==> config.mk <==
export PLATFORM = sky130hd
export DESIGN_NAME = elapsed_time_to_calendar_date_unit
export DESIGN_NICKNAME = d
export VERILOG_FILES = /design/src/rtl/core/ettcd_pkg.sv /design/src/rtl/core/ettcd_sub.sv /design/src/rtl/core/ettcd_norm.sv /design/src/rtl/core/elapsed_time_to_calendar_date_unit.sv
export SDC_FILE = /design/constraint.sdc
export NUM_CORES = 1
export LEC_CHECK = 0
export ABC_AREA = 1
export BUFFER_PORTS_ARGS = -buffer_cell sky130_fd_sc_hd__buf_4
export CAP_MARGIN = 0
export CORE_MARGIN = 2
export CORE_UTILIZATION = 55
export DETAILED_ROUTE_END_ITERATION = 7
export PLACE_DENSITY = 0.75
export REMOVE_ABC_BUFFERS = 1
export SYNTH_ARGS = -nofsm -noshare
export SYNTH_HDL_FRONTEND = slang
export SYNTH_SLANG_ARGS = --single-unit
==> constraint.sdc <==
create_clock -name i_clk -period 9.8 [get_ports i_clk]
set_input_delay 1.96 -clock i_clk [delete_from_list [all_inputs] [get_ports i_clk]]
set_output_delay 1.96 -clock i_clk [all_outputs]
set_load 0.01 [all_outputs]
==> src/rtl/core/ettcd_pkg.sv <==
`timescale 1ns / 1ps

package ettcd_pkg;

    // Width of the elapsed-time input (36 to 48)
    localparam int TIME_BITS = 42;
    // Leftover milliseconds after the minute loop stay below 2^26
    localparam int MS_BITS   = 26;
    // Internal year wide enough for the widest time input
    localparam int YEAR_BITS = 14;
    localparam int C400_BITS = 9;

    localparam logic [YEAR_BITS-1:0] EPOCH_YEAR   = YEAR_BITS'(2000);
    localparam logic [3:0]           EPOCH_MONTH  = 4'd1;
    localparam logic [5:0]           EPOCH_DAY    = 6'd1;
    localparam logic [4:0]           EPOCH_HOUR   = 5'd11;
    localparam logic [5:0]           EPOCH_MINUTE = 6'd58;
    localparam logic [MS_BITS-1:0]   EPOCH_MS     = MS_BITS'(55816);

    localparam logic [C400_BITS-1:0] C400_LAST = C400_BITS'(399);

    localparam logic [TIME_BITS-1:0] SPAN_MIN  = TIME_BITS'(64'd60000);
    localparam logic [TIME_BITS-1:0] SPAN_HOUR = TIME_BITS'(64'd3600000);
    localparam logic [TIME_BITS-1:0] SPAN_DAY  = TIME_BITS'(64'd86400000);
    localparam logic [TIME_BITS-1:0] SPAN_D28  = TIME_BITS'(64'd2419200000);
    localparam logic [TIME_BITS-1:0] SPAN_D29  = TIME_BITS'(64'd2505600000);
    localparam logic [TIME_BITS-1:0] SPAN_D30  = TIME_BITS'(64'd2592000000);
    localparam logic [TIME_BITS-1:0] SPAN_D31  = TIME_BITS'(64'd2678400000);
    localparam logic [TIME_BITS-1:0] SPAN_Y365 = TIME_BITS'(64'd31536000000);
    localparam logic [TIME_BITS-1:0] SPAN_Y366 = TIME_BITS'(64'd31622400000);

    localparam logic [MS_BITS-1:0] MIN_MS = MS_BITS'(60000);

    // Running calendar value; c400 is the year modulo 400
    typedef struct packed {
        logic [YEAR_BITS-1:0] year;
        logic [C400_BITS-1:0] c400;
        logic [3:0]           month;
        logic [5:0]           day;
        logic [4:0]           hour;
        logic [5:0]           minute;
        logic [MS_BITS-1:0]   ms;
    } t_cal;

    // Gregorian rule on the year modulo 400
    function automatic logic leap_of(input logic [C400_BITS-1:0] c400);
        return (c400[1:0] == 2'd0) && (c400 != C400_BITS'(100))
            && (c400 != C400_BITS'(200)) && (c400 != C400_BITS'(300));
    endfunction

    function automatic logic [C400_BITS-1:0] c400_next(input logic [C400_BITS-1:0] c400);
        return (c400 == C400_LAST) ? '0 : c400 + C400_BITS'(1);
    endfunction

    function automatic logic [4:0] month_days(input logic leap, input logic [3:0] month);
        logic [4:0] d;
        unique case (month)
            4'd2:                    d = leap ? 5'd29 : 5'd28;
            4'd4, 4'd6, 4'd9, 4'd11: d = 5'd30;
            default:                 d = 5'd31;
        endcase
        return d;
    endfunction

    function automatic logic [TIME_BITS-1:0] month_span(input logic [4:0] days);
        logic [TIME_BITS-1:0] s;
        unique case (days)
            5'd28:   s = SPAN_D28;
            5'd29:   s = SPAN_D29;
            5'd30:   s = SPAN_D30;
            default: s = SPAN_D31;
        endcase
        return s;
    endfunction

endpackage

==> src/rtl/core/ettcd_sub.sv <==
`timescale 1ns / 1ps

module ettcd_sub
    import ettcd_pkg::*;
(
    input  logic [TIME_BITS-1:0] i_a,
    input  logic [TIME_BITS-1:0] i_b,
    output logic [TIME_BITS-1:0] o_diff,
    output logic                 o_gt
);

    logic [TIME_BITS:0] wide;

    // Subtract once; borrow and zero test give the strict compare
    assign wide   = {1'b0, i_a} - {1'b0, i_b};
    assign o_diff = wide[TIME_BITS-1:0];
    assign o_gt   = !wide[TIME_BITS] && (wide[TIME_BITS-1:0] != '0);

endmodule

==> src/rtl/core/ettcd_norm.sv <==
`timescale 1ns / 1ps

module ettcd_norm
    import ettcd_pkg::*;
(
    input  t_cal i_cal,
    output t_cal o_cal,
    output logic o_done
);

    logic f_ms, f_min, f_hour, f_day, f_mon;

    // One carry pass: each field moves by at most one unit, in order
    always_comb begin
        o_cal = i_cal;

        f_ms = (o_cal.ms >= MIN_MS);
        if (f_ms) begin
            o_cal.ms     = o_cal.ms - MIN_MS;
            o_cal.minute = o_cal.minute + 6'd1;
        end

        f_min = (o_cal.minute >= 6'd60);
        if (f_min) begin
            o_cal.minute = o_cal.minute - 6'd60;
            o_cal.hour   = o_cal.hour + 5'd1;
        end

        f_hour = (o_cal.hour >= 5'd24);
        if (f_hour) begin
            o_cal.hour = o_cal.hour - 5'd24;
            o_cal.day  = o_cal.day + 6'd1;
        end

        f_day = (o_cal.day > {1'b0, month_days(leap_of(o_cal.c400), o_cal.month)});
        if (f_day) begin
            o_cal.day   = 6'd1;
            o_cal.month = o_cal.month + 4'd1;
        end

        f_mon = (o_cal.month > 4'd12);
        if (f_mon) begin
            o_cal.month = 4'd1;
            o_cal.year  = o_cal.year + YEAR_BITS'(1);
            o_cal.c400  = c400_next(o_cal.c400);
        end

        o_done = !(f_ms || f_min || f_hour || f_day || f_mon);
    end

endmodule

==> src/rtl/core/elapsed_time_to_calendar_date_unit.sv <==
`timescale 1ns / 1ps
// Channel  Ports                                   Handshake
// -------  --------------------------------------  ---------------------------------
// in       i_elapsed_ms                            beat taken when start && !busy
// out      o_year o_month o_day o_hour o_minute    beat shown for one cycle with
//          o_milli_of_minute                       o_valid; the receiver cannot stall
//
// One beat runs from the accepting edge to the strobe: years, months, days,
// hours and minutes are peeled off one per cycle through the shared
// subtract/compare unit, each loop leaving once its test fails, then carry
// passes run one a cycle, the last one finding nothing to carry. busy is high
// from accept until the strobe. Synchronous active-low reset returns the
// sequencer to idle and drops o_valid.

module elapsed_time_to_calendar_date_unit
    import ettcd_pkg::*;
(
    input  logic                 i_clk,
    input  logic                 i_rst_n,
    input  logic                 start,
    output logic                 busy,
    input  logic [TIME_BITS-1:0] i_elapsed_ms,
    output logic                 o_valid,
    output logic [11:0]          o_year,
    output logic [3:0]           o_month,
    output logic [4:0]           o_day,
    output logic [4:0]           o_hour,
    output logic [5:0]           o_minute,
    output logic [15:0]          o_milli_of_minute
);

    typedef enum logic [2:0] {
        ST_IDLE,
        ST_YEAR,
        ST_MONTH,
        ST_DAY,
        ST_HOUR,
        ST_MINUTE,
        ST_NORM
    } t_state;

    t_state               r_state, n_state;
    logic                 r_valid, n_valid;
    logic [TIME_BITS-1:0] r_t, n_t;
    t_cal                 r_cal, n_cal;

    logic [TIME_BITS-1:0] span, diff;
    logic                 gt;
    logic                 lp;
    logic [4:0]           last;
    t_cal                 norm_cal;
    logic                 norm_done;

    // Leap flag and month length of the current year and month
    assign lp   = leap_of(r_cal.c400);
    assign last = month_days(lp, r_cal.month);

    // Select the span to test against
    always_comb begin
        unique case (r_state)
            ST_YEAR:  span = lp ? SPAN_Y366 : SPAN_Y365;
            ST_MONTH: span = month_span(last);
            ST_DAY:   span = SPAN_DAY;
            ST_HOUR:  span = SPAN_HOUR;
            default:  span = SPAN_MIN;
        endcase
    end

    ettcd_sub u_sub (
        .i_a    (r_t),
        .i_b    (span),
        .o_diff (diff),
        .o_gt   (gt)
    );

    ettcd_norm u_norm (
        .i_cal  (r_cal),
        .o_cal  (norm_cal),
        .o_done (norm_done)
    );

    // Sequence the peel loops and the carry passes
    always_comb begin
        n_state = r_state;
        n_valid = 1'b0;
        n_t     = r_t;
        n_cal   = r_cal;
        unique case (r_state)
            ST_IDLE: begin
                if (start) begin
                    n_t          = i_elapsed_ms;
                    n_cal.year   = EPOCH_YEAR;
                    n_cal.c400   = '0;
                    n_cal.month  = EPOCH_MONTH;
                    n_cal.day    = EPOCH_DAY;
                    n_cal.hour   = EPOCH_HOUR;
                    n_cal.minute = EPOCH_MINUTE;
                    n_cal.ms     = EPOCH_MS;
                    n_state      = ST_YEAR;
                end
            end
            ST_YEAR: begin
                if (gt) begin
                    n_t        = diff;
                    n_cal.year = r_cal.year + YEAR_BITS'(1);
                    n_cal.c400 = c400_next(r_cal.c400);
                end else begin
                    n_state = ST_MONTH;
                end
            end
            ST_MONTH: begin
                if (gt && (r_cal.month < 4'd12)) begin
                    n_t         = diff;
                    n_cal.month = r_cal.month + 4'd1;
                end else begin
                    n_state = ST_DAY;
                end
            end
            ST_DAY: begin
                if (gt && (r_cal.day < {1'b0, last})) begin
                    n_t       = diff;
                    n_cal.day = r_cal.day + 6'd1;
                end else begin
                    n_state = ST_HOUR;
                end
            end
            ST_HOUR: begin
                if (gt && (r_cal.hour < 5'd23)) begin
                    n_t        = diff;
                    n_cal.hour = r_cal.hour + 5'd1;
                end else begin
                    n_state = ST_MINUTE;
                end
            end
            ST_MINUTE: begin
                if (gt && (r_cal.minute < 6'd59)) begin
                    n_t          = diff;
                    n_cal.minute = r_cal.minute + 6'd1;
                end else begin
                    n_cal.ms = EPOCH_MS + r_t[MS_BITS-1:0];
                    n_state  = ST_NORM;
                end
            end
            ST_NORM: begin
                n_cal = norm_cal;
                if (norm_done) begin
                    n_valid = 1'b1;
                    n_state = ST_IDLE;
                end
            end
            default: begin
                n_state = ST_IDLE;
            end
        endcase
    end

    // Hold state, strobe and working registers
    always_ff @(posedge i_clk) begin
        if (!i_rst_n) begin
            r_state <= ST_IDLE;
            r_valid <= 1'b0;
        end else begin
            r_state <= n_state;
            r_valid <= n_valid;
        end
        r_t   <= n_t;
        r_cal <= n_cal;
    end

    assign busy              = (r_state != ST_IDLE);
    assign o_valid           = r_valid;
    assign o_year            = r_cal.year[11:0];
    assign o_month           = r_cal.month;
    assign o_day             = r_cal.day[4:0];
    assign o_hour            = r_cal.hour;
    assign o_minute          = r_cal.minute;
    assign o_milli_of_minute = r_cal.ms[15:0];

endmodule

# --- After elaboration in Yosys (flattened, before gate mapping) ---
# Index checks and enable logic that the tools add are counted.
word_totals:
  register_bits: 116
  inputBits: 45
classes:
  addsub: 11
  n_eq_ne: 32
  order_cmp: 9
  mux: 39
  n_reduce_logical: 33
op_table:
  columns: ["cell", "count"]
  rows:
  - ["$mux W42", 6]
  - ["$pmux W42 S6", 1]
  - ["$pmux W35 S4", 1]
  - ["$pmux W32 S3", 1]
  - ["$pmux W28 S3", 1]
  - ["$mux W70", 1]
  - ["$pmux W23 S3", 1]
  - ["$sub A42 B35 Y43", 1]
  - ["$reduce_bool A42 Y1", 1]
  - ["$mux W32", 1]
  - ["$mux W28", 1]
  - ["$mux W27", 1]
  - ["$add A16 B26 Y26 const A", 1]
  - ["$ge A26 B16 Y1 const B", 1]
  - ["$mux W26", 1]
  - ["$sub A26 B16 Y26 const B", 1]
  - ["$ne A2 B2 Y1 const B", 12]
  - ["$mux W23", 1]
  - ["$mux W11", 2]
  - ["$mux W3", 7]
  - ["$pmux W3 S7", 1]
  - ["$pmux W6 S3", 1]
  - ["$reduce_bool A3 Y1", 6]
  - ["$eq A5 B5 Y1 const B", 3]
  - ["other kinds (46)", 70]

# --- Longest topological paths before layout ---
logic_depth:
  depth_word: 15
  ltp_mapped: 37
  depth_no_buf: 37

# --- Hierarchy ---
# Synthesis repeated with hierarchy kept, for this count alone.
hier_totals:
  cells_unflattened: 1963
  hier_area_um2: 13285.2
modules_own_cells:
  columns: ["mod", "seq_area_each_um2", "cells_each", "n_inst", "area_per_inst_um2"]
  rows:
  - ["elapsed_time_to_calendar_date_unit", 3443.3, 722, 1, 6964.2]
  - ["ettcd_sub", 0.0, 819, 1, 3821.2]
  - ["ettcd_norm", 0.0, 422, 1, 2499.9]

# --- Worst setup path before layout ---
# Ideal clock, no wire load.
synth_path:
  path_kind: "reg2reg"
  from: "register r_cal (netlist bit o_month[0])"
  to: "register r_t[10] (enable)"
  stages_incl_launch_ff: 30
  setup_time_ns: 0.431
  arrival_ns: 5.356
  period_less_slack_ns: 5.787
  setup_slack_ns: 4.013
  cell_sequence: "edfxtp_1 -> inv_1 -> ha_1 -> nand3_1 -> inv_1 -> nand2_1 -> nand2_1 -> inv_1 -> ha_1 -> nand2_1 -> nand2_1 -> inv_1 -> ha_1 -> a21o_1 -> a21boi_0 -> nand2_1 -> a21oi_1 -> nand2_1 -> nand2_1 -> nand3_1 -> xor2_1 -> nand2_1 -> nor2_1 -> nand2_1 -> nand2_1 -> inv_1 -> nand2_1 -> nand2_1 -> nand3_1 -> nor2_1"
synth_via:
  elab_chain_cells: 12
synth_rtl:
  columns: ["element", "line", "source"]
  rows:
  - ["start, declared", "elapsed_time_to_calendar_date_unit.sv:45", "t_cal r_cal, n_cal;"]
  - ["start signal, assigned", "elapsed_time_to_calendar_date_unit.sv:167", "r_cal <= n_cal;"]
  - ["$eq A4 B3 Y1 or $eq A4 B4 Y1 (tied branches)", "ettcd_pkg.sv:57", "unique case (month)"]
  - ["$reduce_or A4 Y1", "ettcd_pkg.sv:57", null]
  - ["$pmux W5 S2", null, null]
  - ["$eq A5 B5 Y1", "ettcd_pkg.sv:67", "unique case (days)"]
  - ["$pmux W28 S3", "ettcd_pkg.sv:67", null]
  - ["$pmux W35 S4", "elapsed_time_to_calendar_date_unit.sv:60", "unique case (r_state)"]
  - ["$sub A42 B35 Y43", "ettcd_sub.sv:15", "assign wide = {1'b0, i_a} - {1'b0, i_b};"]
  - ["$reduce_bool A42 Y1 or $logic_not A1 Y1 (tied branches)", "ettcd_sub.sv:17", "assign o_gt = !wide[TIME_BITS] && (wide[TIME_BITS-1:0] != '0);"]
  - ["$logic_and A1 B1 Y1", "ettcd_sub.sv:17", null]
  - ["$logic_and A1 B1 Y1 (on tied branches)", null, null]
  - ["$ne A2 B2 Y1 (no source line)", null, null]
  - ["$reduce_and A7 Y1 (no source line) (*)", null, null]
  - ["end signal, assigned", "elapsed_time_to_calendar_date_unit.sv:166", "r_t <= n_t;"]
  - ["end, declared", "elapsed_time_to_calendar_date_unit.sv:44", "logic [TIME_BITS-1:0] r_t, n_t;"]
# Mark *: on every way between the ends. The rest lies on a longest branch, timed or not.
# A chain may end at the register's enable or synchronous reset.

# --- Worst setup path in the final report ---
layout_path:
  from: "register r_state[1]"
  to: "register r_t[18] (enable)"
layout_via:
  elab_chain_cells: 8
layout_rtl:
  columns: ["element", "line", "source"]
  rows:
  - ["start, declared", "elapsed_time_to_calendar_date_unit.sv:42", "t_state r_state, n_state;"]
  - ["start signal, assigned", "elapsed_time_to_calendar_date_unit.sv:163", "r_state <= n_state;"]
  - ["$eq A3 B3 Y1, or another cell as far along", "elapsed_time_to_calendar_date_unit.sv:60, elapsed_time_to_calendar_date_unit.sv:88", null]
  - ["$pmux W35 S4", "elapsed_time_to_calendar_date_unit.sv:60", null]
  - ["$sub A42 B35 Y43", "ettcd_sub.sv:15", null]
  - ["$reduce_bool A42 Y1 or $logic_not A1 Y1 (tied branches)", "ettcd_sub.sv:17", null]
  - ["$logic_and A1 B1 Y1", "ettcd_sub.sv:17", null]
  - ["$logic_and A1 B1 Y1 (on tied branches)", null, null]
  - ["$ne A2 B2 Y1 (no source line)", null, null]
  - ["$reduce_and A7 Y1 (no source line) (*)", null, null]
# Marked as above.

==> impl_metrics.csv <==
group,metric,value,unit
sta,setup_violations,0,
final_layout,antennaDiodeCount,0,
die,pin_count,95,
synth,synthMuxAreaShare,0.113,%
final_layout,fillers,1597,
synth,ys_types,56,
worst_setup_path,crit_fanout,37,
clock_tree,cts_max_level,4,
routing,dr.pass1.iters,7,
worst_setup_path,worstRegToRegCells,25,
grt,grt_pass1_vias,8616,
routing,drt-wirelength-per-cell,15.7,µm
worst_setup_path,rr_startpoint,"r_state[1]",
die,fp.dieW,138,µm
routing,drt_iter0_drc,747,
synth,yosys_most_used_dff,"edfxtp_1",
synth,synth_edf_count,110,
clock_tree,post_cts_buffers,0,
worst_setup_path,rrSetupSlack,3.54,ns
synth,yosys_warnings,0,
die,start_util,55.7,%
synth,synth-seq-cells,114,
synth,synthXorXnorAreaFrac,4.93,%
sta,finalSetupTns,0,ns
worst_setup_path,end_kind,"flop",
sta,finClkSkew,0.0127,ns
die,die_y,138,µm
grt,antenna_found_initial,0,
clock_tree,cts_hold_buf,0,
clock_tree,clk_latency,0.43,ns
clock_tree,clockBufferDepth,2,
sta,hold_violations,0,
sta,fmax,0.160,GHz
place,io_buffers,94,
grt,grt_first_pass_wirelength,42100,µm
synth,syn_avg_cell_area,7.26,µm²
synth,yosysSeqAreaShare,34.0,%
hold_path,min_path_cells,2,
worst_setup_path,cp.arrival,6.29,ns
die,dieArea,0.0192,mm²
routing,avgViaCountPerCell,5.58,
hold_path,min_to,"o_milli_of_minute[0]",
run_status,outcome,"finished, final reports clean",
final_layout,area_growth,12.7,%
clock_tree,cts_resized,0,
sta,worst_pin_slew,1.10,ns
grt,grt_usage,27.1,%
worst_setup_path,startpoint_type,"flop",
synth,syn-cell-area,0.00994,mm²
clock_tree,cts.clk_slew.worst_paths,0.06,ns
final_layout,final_nets,1517,
routing,via_count,9296,
clock_tree,cts_tree,"built",
worst_setup_path,r2r-end,"r_t[18]",
synth,synth_compound_area_share,11.9,%
clock_tree,cts_made_buffers,17,
synth,synth_top_family_by_area,"simple AND/OR/NAND/NOR gates",
grt,grt_max_degree,57,
synth,synth-adder-area-share,6.24,%
grt,overflow,0,
sta,slew_viol_final,0,
sta,period_share,63.8,%
final_layout,drive_gt1_share,13.3,%
routing,drc_errors,0,
final_layout,utilization,62.8,%
synth,async_flop_share,0,%
die,rows,49,
worst_setup_path,required,9.84,ns
place,gp_congestion,0.986,
flow_run,drv_cap,0,
sta,finalCriticalPeriod,6.26,ns
synth,syn-instance-count,1370,
hold_path,hold_path_class,"reg2reg",
place,hpwl,20300,µm
routing,finalWirelength,26200,µm
synth,synthSimpleGateAreaFrac,31.2,%
clock_tree,cts_root_buf,"clkbuf_16",
clock_tree,cts_sinks,114,
sta,slew_headroom,26.8,%
routing,ant_nets,0,
sta,rsz0062_at_grt,"false",
hold_path,holdCritStartpoint,"r_t[0]",
die,core_area,0.0178,mm²
worst_setup_path,crit_type,"reg2reg",
==> cell families (layout without fill, tap and decap cells) <==
group | Yosys count | count (layout)
AOI/OAI and AO/OA | 206 | 206
and+or+nand+nor | 684 | 684
DFF | 114 | 114
xor gates and xnor gates | 56 | 56
muxes | 1 | 1
adders and majority gates | 49 | 49
buffers and inverters | 260 | 326
==> stage by stage <==
step / hold slack, ns / instances / worst slack [ns] / area [µm²]
3_3_place_gp: 0.550 / 1633 / 3.83 / 10600
4_1_cts: 0.568 / 1665 / 3.70 / 11200
3_5_place_dp: 0.559 / 1633 / 3.72 / 10600
2_1_floorplan: 0.525 / 1305 / 3.95 / 9520
6_report: 0.565 / 1665 / 3.54 / 11200
5_1_grt: 0.606 / 1665 / 3.15 / 11200
==> state kept, by name, indices dropped and copies added (netlist names) <==
name               count
o_milli_of_minute     16
o_day                  5
o_hour                 5
o_month                4
r_cal                 20
r_t                   42
o_year                12
o_minute               6
o_valid                1
r_state                3
==> routing by layer <==
layer | part of all wire, % | track usage [%]
met2 | 46 | 42.8
met5 | 0 | 0
met1 | 45 | 37.9
met4 | 2.5 | 9.29
met3 | 7.1 | 4.75
==> cell type report <==
| cell class | count | area, µm² | share of cell area (%) |
|---|---|---|---|
| clock inverters | 13 | 208 | 1.85 |
| flip-flops and latches | 114 | 3380 | 30.2 |
| repair buffers | 99 | 743 | 6.63 |
| inverters | 195 | 734 | 6.55 |
| well taps | 229 | 287 | 2.56 |
| multi-input cells | 996 | 5420 | 48.3 |
| clock buffers | 19 | 433 | 3.86 |
==> cells in the mapped netlist (3+ instances only) <==
library cell,n,area [µm²]
a21boi_0,3,22.5
a21o_1,5,37.5
a21oi_1,55,275
a31oi_1,8,50.1
a32o_1,3,30.0
buf_4,48,360
clkbuf_1,14,52.6
dfxtp_1,4,80.1
edfxtp_1,110,3300
ha_1,48,601
inv_1,189,709
inv_2,4,15.0
nand2_1,293,1100
nand2_2,18,113
nand2_4,8,90.1
nand3_1,93,465
nand3_4,3,52.6
nand3b_1,7,52.6
nand4_1,29,181
nor2_1,184,691
nor2_2,6,37.5
nor2_4,6,67.6
nor3_1,19,95.1
nor4_1,3,18.8
o211ai_1,5,37.5
o21ai_0,88,440
o21ai_1,8,40.0
o21bai_1,4,30.0
o22ai_1,10,62.6
o32ai_1,6,52.6
or2_2,3,18.8
xnor2_1,15,131
xor2_1,41,359
==> worst max path at each step <==
stage	from	end	slack (ns)
3_3_place_gp	o_month[0]	r_t[34]	3.83
3_5_place_dp	r_state[1]	r_t[36]	3.72
6_report	r_state[1]	r_t[18]	3.54
5_1_grt	o_month[0]	r_t[15]	3.15
4_1_cts	r_state[1]	r_t[15]	3.70
2_1_floorplan	o_month[0]	r_t[10]	3.95
==> placed cells by master, fill, tap and decap left out, drive strengths merged, types with 7 or more instances in the layout <==
master / synthesis / layout
nor3: 21 / 21
inv: 194 / 196
ha: 48 / 48
o21ai: 97 / 97
a31oi: 8 / 8
nor2: 196 / 196
a21oi: 55 / 55
xor2: 41 / 41
buf: 51 / 99
edfxtp: 110 / 110
nand4: 29 / 29
o22ai: 10 / 10
xnor2: 15 / 15
nand3b: 7 / 7
clkbuf: 14 / 19
nand3: 97 / 97
nand2: 320 / 320
==> worst max-delay path, cell delays in order (launching register included) <==
cell and delay, ns:
dfxtp_1 0.42, inv_1 0.08, nor2_1 0.12, inv_1 0.05, nor2_1 0.47, clkinv_1 0.46, o21ai_0 0.52, nor2_1 0.12
ha_1 0.35, a21oi_1 0.21, a21boi_0 0.51, nand2_1 0.13, a21oi_1 0.21, nand2_1 0.10, nand2_1 0.07, nand3_1 0.08
xor2_1 0.17, nand2_1 0.09, nor2_1 0.08, nand2_1 0.18, nand2_1 0.10, inv_1 0.14, nand2_1 0.07, nand2_1 0.08
nand4_1 0.15, nor2_4 0.85
Power is left out: the tool's default activity adds up to more than one toggle a clock period on the data nets, which glitch-free logic cannot reach.
